===== config.mk =====
export PLATFORM = sky130hd
export DESIGN_NAME = ordered_list_insert_delete_search_top_flat
export DESIGN_NICKNAME = d
export VERILOG_FILES = /design/src/rtl/olist_pkg.sv /design/src/rtl/olist_req_if.sv /design/src/rtl/olist_rsp_if.sv /design/src/rtl/olist_ram.sv /design/src/rtl/ordered_list_insert_delete_search_top.sv /design/src/flat_wrapper.sv
export SDC_FILE = /design/constraint.sdc
export NUM_CORES = 1
export LEC_CHECK = 0
export BUFFER_PORTS_ARGS = -buffer_cell sky130_fd_sc_hd__buf_4
export CORE_MARGIN = 2
export CORE_UTILIZATION = 40
export CTS_CLUSTER_DIAMETER = 150
export CTS_CLUSTER_SIZE = 16
export DETAILED_ROUTE_END_ITERATION = 10
export GPL_ROUTABILITY_DRIVEN = 0
export PLACE_DENSITY = 0.56
export SLEW_MARGIN = 20
export SYNTH_ARGS = -nofsm -noshare
export SYNTH_HDL_FRONTEND = slang
export SYNTH_HIERARCHICAL = 1
export SYNTH_SLANG_ARGS = --single-unit

===== constraint.sdc =====
create_clock -name clk -period 7.55 [get_ports clk]
set_input_delay 0.3775 -clock clk [delete_from_list [all_inputs] [get_ports clk]]
set_output_delay 0.3775 -clock clk [all_outputs]
set_load 0.02 [all_outputs]

===== src/rtl/olist_pkg.sv =====
// ----------------------------------------------------------------------------
// olist_pkg
// Shared types and constants of the ordered value list: command and status
// codes, sequencer states, payload types and the default list depth.
// ----------------------------------------------------------------------------
package olist_pkg;

  localparam int unsigned DEPTH_DEFAULT = 16;
  localparam int unsigned VALUE_W       = 32;

  typedef logic signed [VALUE_W-1:0] value_t;
  typedef logic        [VALUE_W-1:0] word_t;

  typedef enum logic [1:0] {
    CMD_ADD     = 2'd0,
    CMD_DELETE  = 2'd1,
    CMD_SEARCH  = 2'd2,
    CMD_DISPLAY = 2'd3
  } cmd_t;

  typedef enum logic [2:0] {
    STAT_DONE     = 3'd0,
    STAT_FOUND    = 3'd1,
    STAT_NOTFOUND = 3'd2,
    STAT_EMPTY    = 3'd3,
    STAT_FULL     = 3'd4,
    STAT_ENTRY    = 3'd5
  } status_t;

  typedef enum logic [2:0] {
    S_IDLE,
    S_SCAN,
    S_SHIFT,
    S_DISP,
    S_EMIT
  } state_t;

endpackage


===== src/rtl/olist_req_if.sv =====
// ----------------------------------------------------------------------------
// olist_req_if
// Request channel of the ordered value list: command and operand value.
// ----------------------------------------------------------------------------
interface olist_req_if import olist_pkg::*; ();

  logic   valid;
  logic   ready;
  cmd_t   command;
  value_t value;

  modport source (output valid, output command, output value, input ready);
  modport sink   (input valid, input command, input value, output ready);

endinterface


===== src/rtl/olist_rsp_if.sv =====
// ----------------------------------------------------------------------------
// olist_rsp_if
// Response channel of the ordered value list: status, listed entry and the
// last-result mark.
// ----------------------------------------------------------------------------
interface olist_rsp_if import olist_pkg::*; ();

  logic    valid;
  logic    ready;
  status_t status;
  value_t  entry;
  logic    last;

  modport source (output valid, output status, output entry, output last, input ready);
  modport sink   (input valid, input status, input entry, input last, output ready);

endinterface


===== src/rtl/olist_ram.sv =====
// ----------------------------------------------------------------------------
// olist_ram
// Generic single-write, single-read RAM with registered read data.
// ----------------------------------------------------------------------------
module olist_ram #(
  parameter int unsigned WIDTH = 32,
  parameter int unsigned DEPTH = 16,
  localparam int unsigned AW   = (DEPTH > 1) ? $clog2(DEPTH) : 1
) (
  input  logic             clk,
  input  logic             we,
  input  logic [AW-1:0]    wr_addr,
  input  logic [WIDTH-1:0] wr_data,
  input  logic [AW-1:0]    rd_addr,
  output logic [WIDTH-1:0] rd_data
);

  logic [WIDTH-1:0] mem [DEPTH];

  always_ff @(posedge clk) begin
    if (we) begin
      mem[wr_addr] <= wr_data;
    end
    rd_data <= mem[rd_addr];
  end

endmodule


===== src/rtl/ordered_list_insert_delete_search_top.sv =====
// ----------------------------------------------------------------------------
// ordered_list_insert_delete_search_top
// Ordered list of up to DEPTH signed 32-bit values kept in insertion order,
// with add-at-tail, delete-first-match, search and display commands.
// ----------------------------------------------------------------------------
//
//   channel    dir  payload                          one transfer carries
//   ---------  ---  -------------------------------  ---------------------------
//   request    in   command[1:0], value[31:0]        one command
//   response   out  status[2:0], entry[31:0], last   one result (last marks end)
//
// Add and any command on an empty list go from accept to result directly.
// Search compares entries one by one, up to the list length; delete then
// moves each entry behind the match one place toward the head. Display
// emits one entry per cycle while the response side takes them. The single
// read port of the entry RAM and its one compare set this pace. Reset
// clears the state, the entry count and the output valid; the RAM is not
// swept. A stalled response holds its result; request.ready stays low until
// the command's last result has entered the output register.
// ----------------------------------------------------------------------------
module ordered_list_insert_delete_search_top import olist_pkg::*; #(
  parameter int unsigned DEPTH = DEPTH_DEFAULT
) (
  input  logic        clk,
  input  logic        rst,
  olist_req_if.sink   request,
  olist_rsp_if.source response
);

  // Index addresses the RAM; count also holds DEPTH itself.
  localparam int unsigned IW = (DEPTH > 1) ? $clog2(DEPTH) : 1;
  localparam int unsigned CW = $clog2(DEPTH + 1);

  state_t          state, state_next;
  logic [IW-1:0]   idx, idx_next;
  logic [CW-1:0]   count, count_next;
  cmd_t            cmd, cmd_next;
  value_t          val, val_next;
  status_t         pend, pend_next;

  logic            out_valid;
  status_t         out_status;
  value_t          out_entry;
  logic            out_last;

  logic            out_load;
  status_t         load_status;
  value_t          load_entry;
  logic            load_last;

  logic            ram_we;
  logic [IW-1:0]   wr_addr;
  word_t           wr_data;
  logic [IW-1:0]   rd_addr;
  word_t           rd_data;

  logic            req_xfer;
  logic            out_free;
  logic            full;
  logic            hit;
  logic [CW-1:0]   idx_ext;
  logic [CW-1:0]   idx_p1;
  logic [CW-1:0]   idx_p2;

  olist_ram #(
    .WIDTH (VALUE_W),
    .DEPTH (DEPTH)
  ) u_ram (
    .clk     (clk),
    .we      (ram_we),
    .wr_addr (wr_addr),
    .wr_data (wr_data),
    .rd_addr (rd_addr),
    .rd_data (rd_data)
  );

  assign request.ready = (state == S_IDLE);
  assign req_xfer      = request.valid && request.ready;
  assign out_free      = !out_valid || response.ready;
  assign full          = (count == CW'(DEPTH));

  // Shared compare: RAM word against the held operand.
  assign hit     = (rd_data == word_t'(val));
  assign idx_ext = CW'(idx);
  assign idx_p1  = idx_ext + CW'(1);
  assign idx_p2  = idx_ext + CW'(2);

  // Next state.
  always_comb begin
    state_next = state;
    unique case (state)
      S_IDLE: begin
        if (req_xfer) begin
          if (request.command == CMD_ADD || count == '0) begin
            state_next = S_EMIT;
          end else if (request.command == CMD_DISPLAY) begin
            state_next = S_DISP;
          end else begin
            state_next = S_SCAN;
          end
        end
      end
      S_SCAN: begin
        if (hit) begin
          if (cmd == CMD_DELETE && idx_p1 < count) begin
            state_next = S_SHIFT;
          end else begin
            state_next = S_EMIT;
          end
        end else if (idx_p1 == count) begin
          state_next = S_EMIT;
        end
      end
      S_SHIFT: begin
        if (!(idx_p2 < count)) begin
          state_next = S_EMIT;
        end
      end
      S_DISP: begin
        if (out_free && idx_p1 == count) begin
          state_next = S_IDLE;
        end
      end
      S_EMIT: begin
        if (out_free) begin
          state_next = S_IDLE;
        end
      end
      default: state_next = S_IDLE;
    endcase
  end

  // Datapath control: RAM ports, index and count updates, result loads.
  always_comb begin
    idx_next    = idx;
    count_next  = count;
    cmd_next    = cmd;
    val_next    = val;
    pend_next   = pend;
    ram_we      = 1'b0;
    wr_addr     = idx;
    wr_data     = rd_data;
    rd_addr     = '0;
    out_load    = 1'b0;
    load_status = pend;
    load_entry  = '0;
    load_last   = 1'b1;
    unique case (state)
      S_IDLE: begin
        // Read the head now so the scan or display sees it next cycle.
        if (req_xfer) begin
          cmd_next = request.command;
          val_next = request.value;
          idx_next = '0;
          if (request.command == CMD_ADD) begin
            if (full) begin
              pend_next = STAT_FULL;
            end else begin
              ram_we     = 1'b1;
              wr_addr    = count[IW-1:0];
              wr_data    = word_t'(request.value);
              count_next = count + CW'(1);
              pend_next  = STAT_DONE;
            end
          end else if (count == '0) begin
            pend_next = STAT_EMPTY;
          end
        end
      end
      S_SCAN: begin
        rd_addr = idx_p1[IW-1:0];
        if (hit) begin
          if (cmd == CMD_SEARCH) begin
            pend_next = STAT_FOUND;
          end else begin
            pend_next = STAT_DONE;
            if (!(idx_p1 < count)) begin
              count_next = count - CW'(1);
            end
          end
        end else if (idx_p1 == count) begin
          pend_next = STAT_NOTFOUND;
        end else begin
          idx_next = idx_p1[IW-1:0];
        end
      end
      S_SHIFT: begin
        // Move the next entry one place toward the head.
        ram_we  = 1'b1;
        wr_addr = idx;
        wr_data = rd_data;
        rd_addr = idx_p2[IW-1:0];
        if (idx_p2 < count) begin
          idx_next = idx_p1[IW-1:0];
        end else begin
          count_next = count - CW'(1);
        end
      end
      S_DISP: begin
        if (out_free) begin
          out_load    = 1'b1;
          load_status = STAT_ENTRY;
          load_entry  = value_t'(rd_data);
          load_last   = (idx_p1 == count);
          rd_addr     = idx_p1[IW-1:0];
          idx_next    = idx_p1[IW-1:0];
        end else begin
          // Hold: re-read the same entry while the output stalls.
          rd_addr = idx;
        end
      end
      S_EMIT: begin
        if (out_free) begin
          out_load = 1'b1;
        end
      end
      default: begin
      end
    endcase
  end

  always_ff @(posedge clk) begin
    if (rst) begin
      state <= S_IDLE;
      count <= '0;
    end else begin
      state <= state_next;
      count <= count_next;
    end
  end

  always_ff @(posedge clk) begin
    idx  <= idx_next;
    cmd  <= cmd_next;
    val  <= val_next;
    pend <= pend_next;
  end

  // Output register: parts the sequencer from the response side.
  always_ff @(posedge clk) begin
    if (rst) begin
      out_valid <= 1'b0;
    end else if (out_load) begin
      out_valid <= 1'b1;
    end else if (response.ready) begin
      out_valid <= 1'b0;
    end
  end

  always_ff @(posedge clk) begin
    if (out_load) begin
      out_status <= load_status;
      out_entry  <= load_entry;
      out_last   <= load_last;
    end
  end

  assign response.valid  = out_valid;
  assign response.status = out_status;
  assign response.entry  = out_entry;
  assign response.last   = out_last;

  // The list never holds more than DEPTH entries.
  a_count_bound: assert property (@(posedge clk) disable iff (rst)
    count <= CW'(DEPTH))
    else $error("entry count exceeds depth");

  // An add transfer into a list with room grows it by exactly one.
  a_add_grows: assert property (@(posedge clk) disable iff (rst)
    (req_xfer && request.command == CMD_ADD && !full)
      |=> (count == $past(count) + CW'(1)))
    else $error("add did not grow the list");

  // The scan only visits slots that hold entries.
  a_scan_in_range: assert property (@(posedge clk) disable iff (rst)
    (state == S_SCAN || state == S_SHIFT) |-> (idx_ext < count))
    else $error("scan index beyond list");

endmodule


===== src/flat_wrapper.sv =====
// flat-port wrapper written by rule: the top's interface ports become plain ports
module ordered_list_insert_delete_search_top_flat import olist_pkg::*;
#(
  parameter int unsigned DEPTH = DEPTH_DEFAULT
)
  (clk, rst, request_valid, request_command, request_value, request_ready, response_valid, response_status, response_entry, response_last, response_ready);
  olist_req_if request_i ();
  olist_rsp_if response_i ();
  input  logic clk;
  input  logic rst;
  input wire logic [$bits(request_i.valid)-1:0] request_valid;
  input wire logic [$bits(request_i.command)-1:0] request_command;
  input wire logic [$bits(request_i.value)-1:0] request_value;
  output wire logic [$bits(request_i.ready)-1:0] request_ready;
  output wire logic [$bits(response_i.valid)-1:0] response_valid;
  output wire logic [$bits(response_i.status)-1:0] response_status;
  output wire logic [$bits(response_i.entry)-1:0] response_entry;
  output wire logic [$bits(response_i.last)-1:0] response_last;
  input wire logic [$bits(response_i.ready)-1:0] response_ready;
  assign request_i.valid = request_valid;
  assign request_i.command = request_command;
  assign request_i.value = request_value;
  assign request_ready = request_i.ready;
  assign response_valid = response_i.valid;
  assign response_status = response_i.status;
  assign response_entry = response_i.entry;
  assign response_last = response_i.last;
  assign response_i.ready = response_ready;
  ordered_list_insert_delete_search_top #(.DEPTH(DEPTH)) u_core (.clk(clk), .rst(rst), .request(request_i), .response(response_i));
endmodule

* Word-level counts from Yosys, hierarchy flattened *
Memory sizes are Yosys's and may differ from the RTL's. A register that Yosys moved wholly into a read port is not among the register bits.
Cells that the tools add are included.

storage, ports and cells
  RAM bits = 512
  latch bits = 0
  input bits = 38
  register bits after elaboration = 86
  memories kept = 1
  output and inout port bits = 38
  bits in read-only memories = 0

memory list
  name              depth  bits a word  read ports  clocked after memory_dff  write ports  RTL line         source
  u_core.u_ram.mem  16     32           1           1                         1            olist_ram.sv:18  logic [WIDTH-1:0] mem [DEPTH];

operators by class
  $mul = 0
  shift operators = 0
  bitwise operators = 0
  magnitude comparators = 2
  add/sub/neg operators = 4
  muxes and demuxes = 53
  equal/unequal tests = 24
  reductions and logical operators = 20
  divide/modulo/power cells = 0

operators by type and width
  operator                                                                 count
  32-bit 2-to-1 mux                                                        4
  3-bit 2-to-1 mux                                                         16
  4-bit 2-to-1 mux                                                         9
  5-bit 2-to-1 mux                                                         7
  32-bit == test                                                           1
  2-bit inequality test, second input constant                             8
  4-bit case mux with 4 select lines                                       1
  3-bit case mux with 5 select lines                                       1
  5-bit case mux with 3 select lines                                       1
  4-bit case mux with 3 select lines                                       1
  5-bit less-than comparator                                               2
  1-bit 2-to-1 mux                                                         10
  5-bit AND reduction                                                      2
  2-bit by 1-bit inequality test with 1-bit output, second input constant  4
  8-bit AND reduction                                                      1
  3-bit by 2-bit == test with 1-bit output, second input constant          2
  3-bit case mux with 2 select lines                                       1
  4-bit by 1-bit adder with 5-bit output, second input constant            1
  4-bit by 2-bit adder with 5-bit output, second input constant            1
  5-bit by 1-bit adder with 5-bit output, second input constant            1
  5-bit == test                                                            1
  5-bit == test, second input constant                                     1
  5-bit zero test                                                          1
  5-bit by 1-bit subtractor with 5-bit output, second input constant       1
  other kinds (19)                                                         25

* Logic depth before layout (Yosys ltp) *
  depth in word-level cells = 7
  mapped depth = 12

* Cells and area by module *
Netlist, hierarchy kept.

modules (own cells, without submodules)
  module                                 cells each  seq. area each (sq um)  area an instance (sq um)  instances
  olist_ram                              838         16015.4                 19835.3                   1
  ordered_list_insert_delete_search_top  471         2492.4                  4742.0                    1

* Worst setup path before layout *
Ideal clock, no wire load.

  path type = register to register
  from = reg u_core.state[1]
  to = mem u_core.u_ram.mem[0][0], enable pin
  required time = 7.089 ns
  path slack = 2.530 ns
  library setup time = 0.461 ns
  cell stages (with the launch flop) = 10
  arrival = 4.559 ns
  path through = dfxtp_1 buf_2 nor3_1 and3_1 buf_2 and2_1 buf_2 o21ai_0 or3b_2 nor3_1

on the way
  elaborated cells between the ends (all ways) = 9

RTL lines
  item                      RTL line                                      source
  start: declaration        ordered_list_insert_delete_search_top.sv:34   state_t state, state_next;
  start signal: assignment  ordered_list_insert_delete_search_top.sv:227  state <= state_next;
  3-bit zero test (*)       ordered_list_insert_delete_search_top.sv:77   assign request.ready = (state == S_IDLE);
  net request_ready         flat_wrapper.sv:14                            output wire logic [$bits(request_i.ready)-1:0] request_ready;
  1-bit logical AND         ordered_list_insert_delete_search_top.sv:78   assign req_xfer = request.valid && request.ready;
  4-bit 2-to-1 mux          ordered_list_insert_delete_search_top.sv:151  if (req_xfer) begin
  4-bit 2-to-1 mux (*)      ordered_list_insert_delete_search_top.sv:148  unique case (state)
  net u_core.wr_addr[2]     ordered_list_insert_delete_search_top.sv:52   logic [IW-1:0] wr_addr;
  end: declaration          olist_ram.sv:18

Mark *: on every way through the listed nets, which the timed path passes. The rest lies on a longest branch.

* Worst setup path after layout *
  from = reg u_core.state[0]
  to = mem u_core.u_ram.mem[15][25], enable pin

on the way
  elaborated cells between the ends (all ways) = 9

RTL lines
  item                   RTL line
  3-bit zero test (*)    ordered_list_insert_delete_search_top.sv:77, ordered_list_insert_delete_search_top.sv:148
  1-bit logical AND      ordered_list_insert_delete_search_top.sv:78
  4-bit 2-to-1 mux       ordered_list_insert_delete_search_top.sv:151
  4-bit 2-to-1 mux (*)   ordered_list_insert_delete_search_top.sv:148
  net u_core.wr_addr[1]  ordered_list_insert_delete_search_top.sv:52

Marked as above.

==> run metrics <==
full die area=approximately 0.063 mm2; CTS tree=built; Avg Cell Area, Syn=18.78 um2; Post-synth EDFFs=589; Synth Flop Type=edfxtp_1; Sequential cell area=0.01851 mm2; synthesized flop and latch total=630; Hold-fix buffers, CTS=34; Synth Area in Simple Gates=~5.5%; Final Hold Viols=0; Sw Share=21.95%; RSZ-0062 raised after global routing=no; std cell rows=90; DIE WIDTH=251.9 um; Max-Cap Viols=0; status=finished, final reports clean; Clock Skew=0.01782 ns; largest family of logic cells by synthesized area=multiplexers; VDD IR max=145.8 uV; Worst setup EP type=register; Filler Cell Count=between 5000 and 6000; Post-CTS Setup Bufs=0; Post-Synth XOR/XNOR Area=1.354%; GR Util All Layers=18.30%; leakage power figure=0.008907 uW; multi-input combinational cell area=0.005887 mm2; diode count=0; Clk network pwr share=34.8%; CTS buffer count=45; syn nets=1363; pin count of the biggest net entering global routing=roughly 130; initial DRC count=1174; sequential cell area fraction in the yosys report=approximately 75%; Cell Count Post-Placement=2127; Area Growth Syn to Fin=13.92%; Synth Area in Adders=0.8451%; CP arrival=5.27 ns; # port buffers=75; first-pass GRT wire length=84730 um; vias per inst=5.558; # resized after CTS=0; # DRC=0; min-delay worst type=in -> reg; mapped cell area=0.02458 mm2; internal power=5200 uW; multiplexer share of the synthesized area=11.77%; Initial Utilization=40.57%; area fraction in compound gates after synthesis=3.844%; routed len/inst=25.59 um; Yosys warning count=6; relative slew slack=21.96%; crit path kind=reg -> reg; synth unique cells=52; Root Buffer=clkbuf_16; setup violators final=0; vias in the first global route=12493; Cells after Synth=1309; pwr/cell area=238.0 mW/mm2; setup_tns=0 ns; Slew @ Worst Pin=between 1 and 1.5 ns; gr ovfl total=0; First-pass DRT Iterations=5; crit path time final=about 5 ns; share of cells above drive strength 1=21.87%; CTS Sinks=630; Logic pwr share=under 10%; final cell count without fillers=2245; Skew-Pair Late Insertion Delay=0.60 ns; initial antenna violation count=1; H-tree depth=2; Nets=1482; dpl hpwl=~34000 um; DR vias=12478; fmax=199.4 MHz; WP data required=7.80 ns; fraction of registers with async set/reset=0%; Die H=roughly 250 um; CP Launch Type=register; sequential share of power=around 59%; num ports=76; Core ar.=0.06058 mm2; critical-path maximum fanout=35; final WL=57460 um; Max clock buf depth=3; Clock transition at path regs=0.08 ns; Antenna Nets Post-Route=0; final worst path period share=66.43%; Psw=1462 uW; Final Max Tran Viols=0
## final cells by class
class,count,area share (%)
inverters,10,0.1341
multi-input cells,603,21.03
clock inverters,3,0.1698
flip-flops and latches,630,66.10
clock buffers,79,4.554
well taps,782,3.494
repair buffers,138,4.522
## layer usage
| metal | track usage [%] | vias up | wire (um) |
|---|---|---|---|
| li1 | - | 5460 | - |
| met1 | 26.72 | 6581 | 25880 |
| met2 | 28.56 | 371 | 26980 |
| met3 | 3.085 | 64 | 3324 |
| met4 | 5.089 | 2 | 1257 |
| met5 | 0 | - | 13 |
## logic make-up (layout without fill, tap and decap cells)
| family | count (synthesis) | count (layout) |
|---|---|---|
| buf+inv | 76 | 230 |
| xor+xnor | 38 | 38 |
| simple gates | 283 | 283 |
| mux | 129 | 129 |
| fa+ha+maj | 16 | 16 |
| compound gates | 137 | 137 |
| flops | 630 | 630 |
## synthesized netlist by cell type (2+ instances only)
| master | count | share of area, % |
|---|---|---|
| or3_1 | 3 | 0.076 |
| a21oi_1 | 21 | 0.43 |
| buf_4 | 12 | 0.37 |
| or4_1 | 2 | 0.061 |
| a31oi_1 | 6 | 0.15 |
| nand3_1 | 7 | 0.14 |
| xor2_1 | 3 | 0.11 |
| inv_1 | 10 | 0.15 |
| buf_2 | 15 | 0.31 |
| clkbuf_1 | 24 | 0.37 |
| o2111ai_1 | 2 | 0.071 |
| and3_1 | 6 | 0.15 |
| o2bb2ai_1 | 2 | 0.071 |
| o22ai_1 | 3 | 0.076 |
| mux4_2 | 128 | 12 |
| buf_1 | 15 | 0.23 |
| a22oi_1 | 65 | 2.0 |
| and2_1 | 35 | 0.89 |
| nor2_1 | 31 | 0.47 |
| a211oi_1 | 3 | 0.092 |
| nand2b_1 | 6 | 0.15 |
| ha_1 | 15 | 0.76 |
| edfxtp_1 | 589 | 72 |
| nor3_1 | 8 | 0.16 |
| a32oi_1 | 2 | 0.071 |
| nor2b_1 | 7 | 0.18 |
| dfxtp_1 | 41 | 3.3 |
| a21o_1 | 5 | 0.15 |
| nand2_1 | 153 | 2.3 |
| xnor2_1 | 35 | 1.2 |
| nor4_4 | 2 | 0.17 |
| o31ai_1 | 5 | 0.15 |
| nand3b_1 | 3 | 0.092 |
| nand4_1 | 9 | 0.23 |
| o21ai_0 | 15 | 0.31 |
| or2_2 | 5 | 0.13 |
## flip-flops by register name, summed over array words and instances, names as in the netlist, 2 cells and up
name / flops
u_core/response.status: 3
u_core/response.entry: 32
u_core/state: 3
u_core/val: 32
u_core/u_ram/mem: 512
u_core/idx: 4
u_core/pend: 3
u_core/u_ram/rd_data: 32
u_core/count: 5
u_core/cmd: 2
## path summary, 6_finish.rpt
path / end / slack (ns) / start / cells after the start
worst max-delay path: u_core/u_ram/mem[15][25] / 2.53 / u_core/state[0] / 7
worst min-delay path: u_core/count[0] / 0.06 / rst / 2
worst max register to register: u_core/u_ram/mem[15][25] / 2.53 / u_core/state[0] / 7
worst min register to register: u_core/response.status[0] / 0.51 / u_core/pend[0] / 1
## power groups by stage
stage / clock network, uW / registers [uW] / logic (uW)
floorplan: 0 / 4030 / 207
global placement: 0 / 4030 / 380
detailed placement: 0 / 4030 / 389
CTS: 2380 / 3950 / 404
global route: 2490 / 3950 / 433
finish: 2320 / 3950 / 398
## metrics by stage
stage	util [%]	instance area [um2]	hold slack, ns	setup slack, ns	total power (uW)
floorplan	-	24580	0.4764	2.530	4233
global placement	43.20	26170	0.5015	2.777	4406
detailed placement	43.38	26280	0.5023	2.571	4416
CTS	46.13	27940	0.04359	2.557	6736
global route	46.22	28000	0.05964	2.232	6881
finish	46.22	28000	0.06014	2.534	6662
## worst max-delay path: stages, from the launching register on
cell and delay, ns:
dfxtp_1 0.96, nor3_1 0.23, and3_1 0.32, and2_2 0.55, o21ai_0 0.94, nand2_1 0.48
nor2_4 0.68, buf_4 0.46
## layout by cell type (no fill, tap or decap), drive strengths merged, types with 2 or more instances in the layout
| master | count |
|---|---|
| edfxtp | 589 |
| nand2 | 153 |
| mux4 | 128 |
| buf | 104 |
| clkbuf | 79 |
| a22oi | 65 |
| dfxtp | 41 |
| and2 | 36 |
| xnor2 | 35 |
| dlygate4sd3 | 34 |
| nor2 | 31 |
| a21oi | 22 |
| o21ai | 15 |
| ha | 15 |
| inv | 12 |
| nand4 | 9 |
| nor3 | 8 |
| nand3 | 7 |
| nor2b | 7 |
| nand2b | 6 |
| and3 | 6 |
| a31oi | 6 |
| or2 | 5 |
| a21o | 5 |
| o31ai | 5 |
| xor2 | 3 |
| o22ai | 3 |
| nand3b | 3 |
| a211oi | 3 |
| or3 | 3 |
| nor4 | 3 |
| or4 | 3 |
| a32oi | 2 |
| o2bb2ai | 2 |
| o2111ai | 2 |
Note: power is estimated with default switching activity, not from simulation.
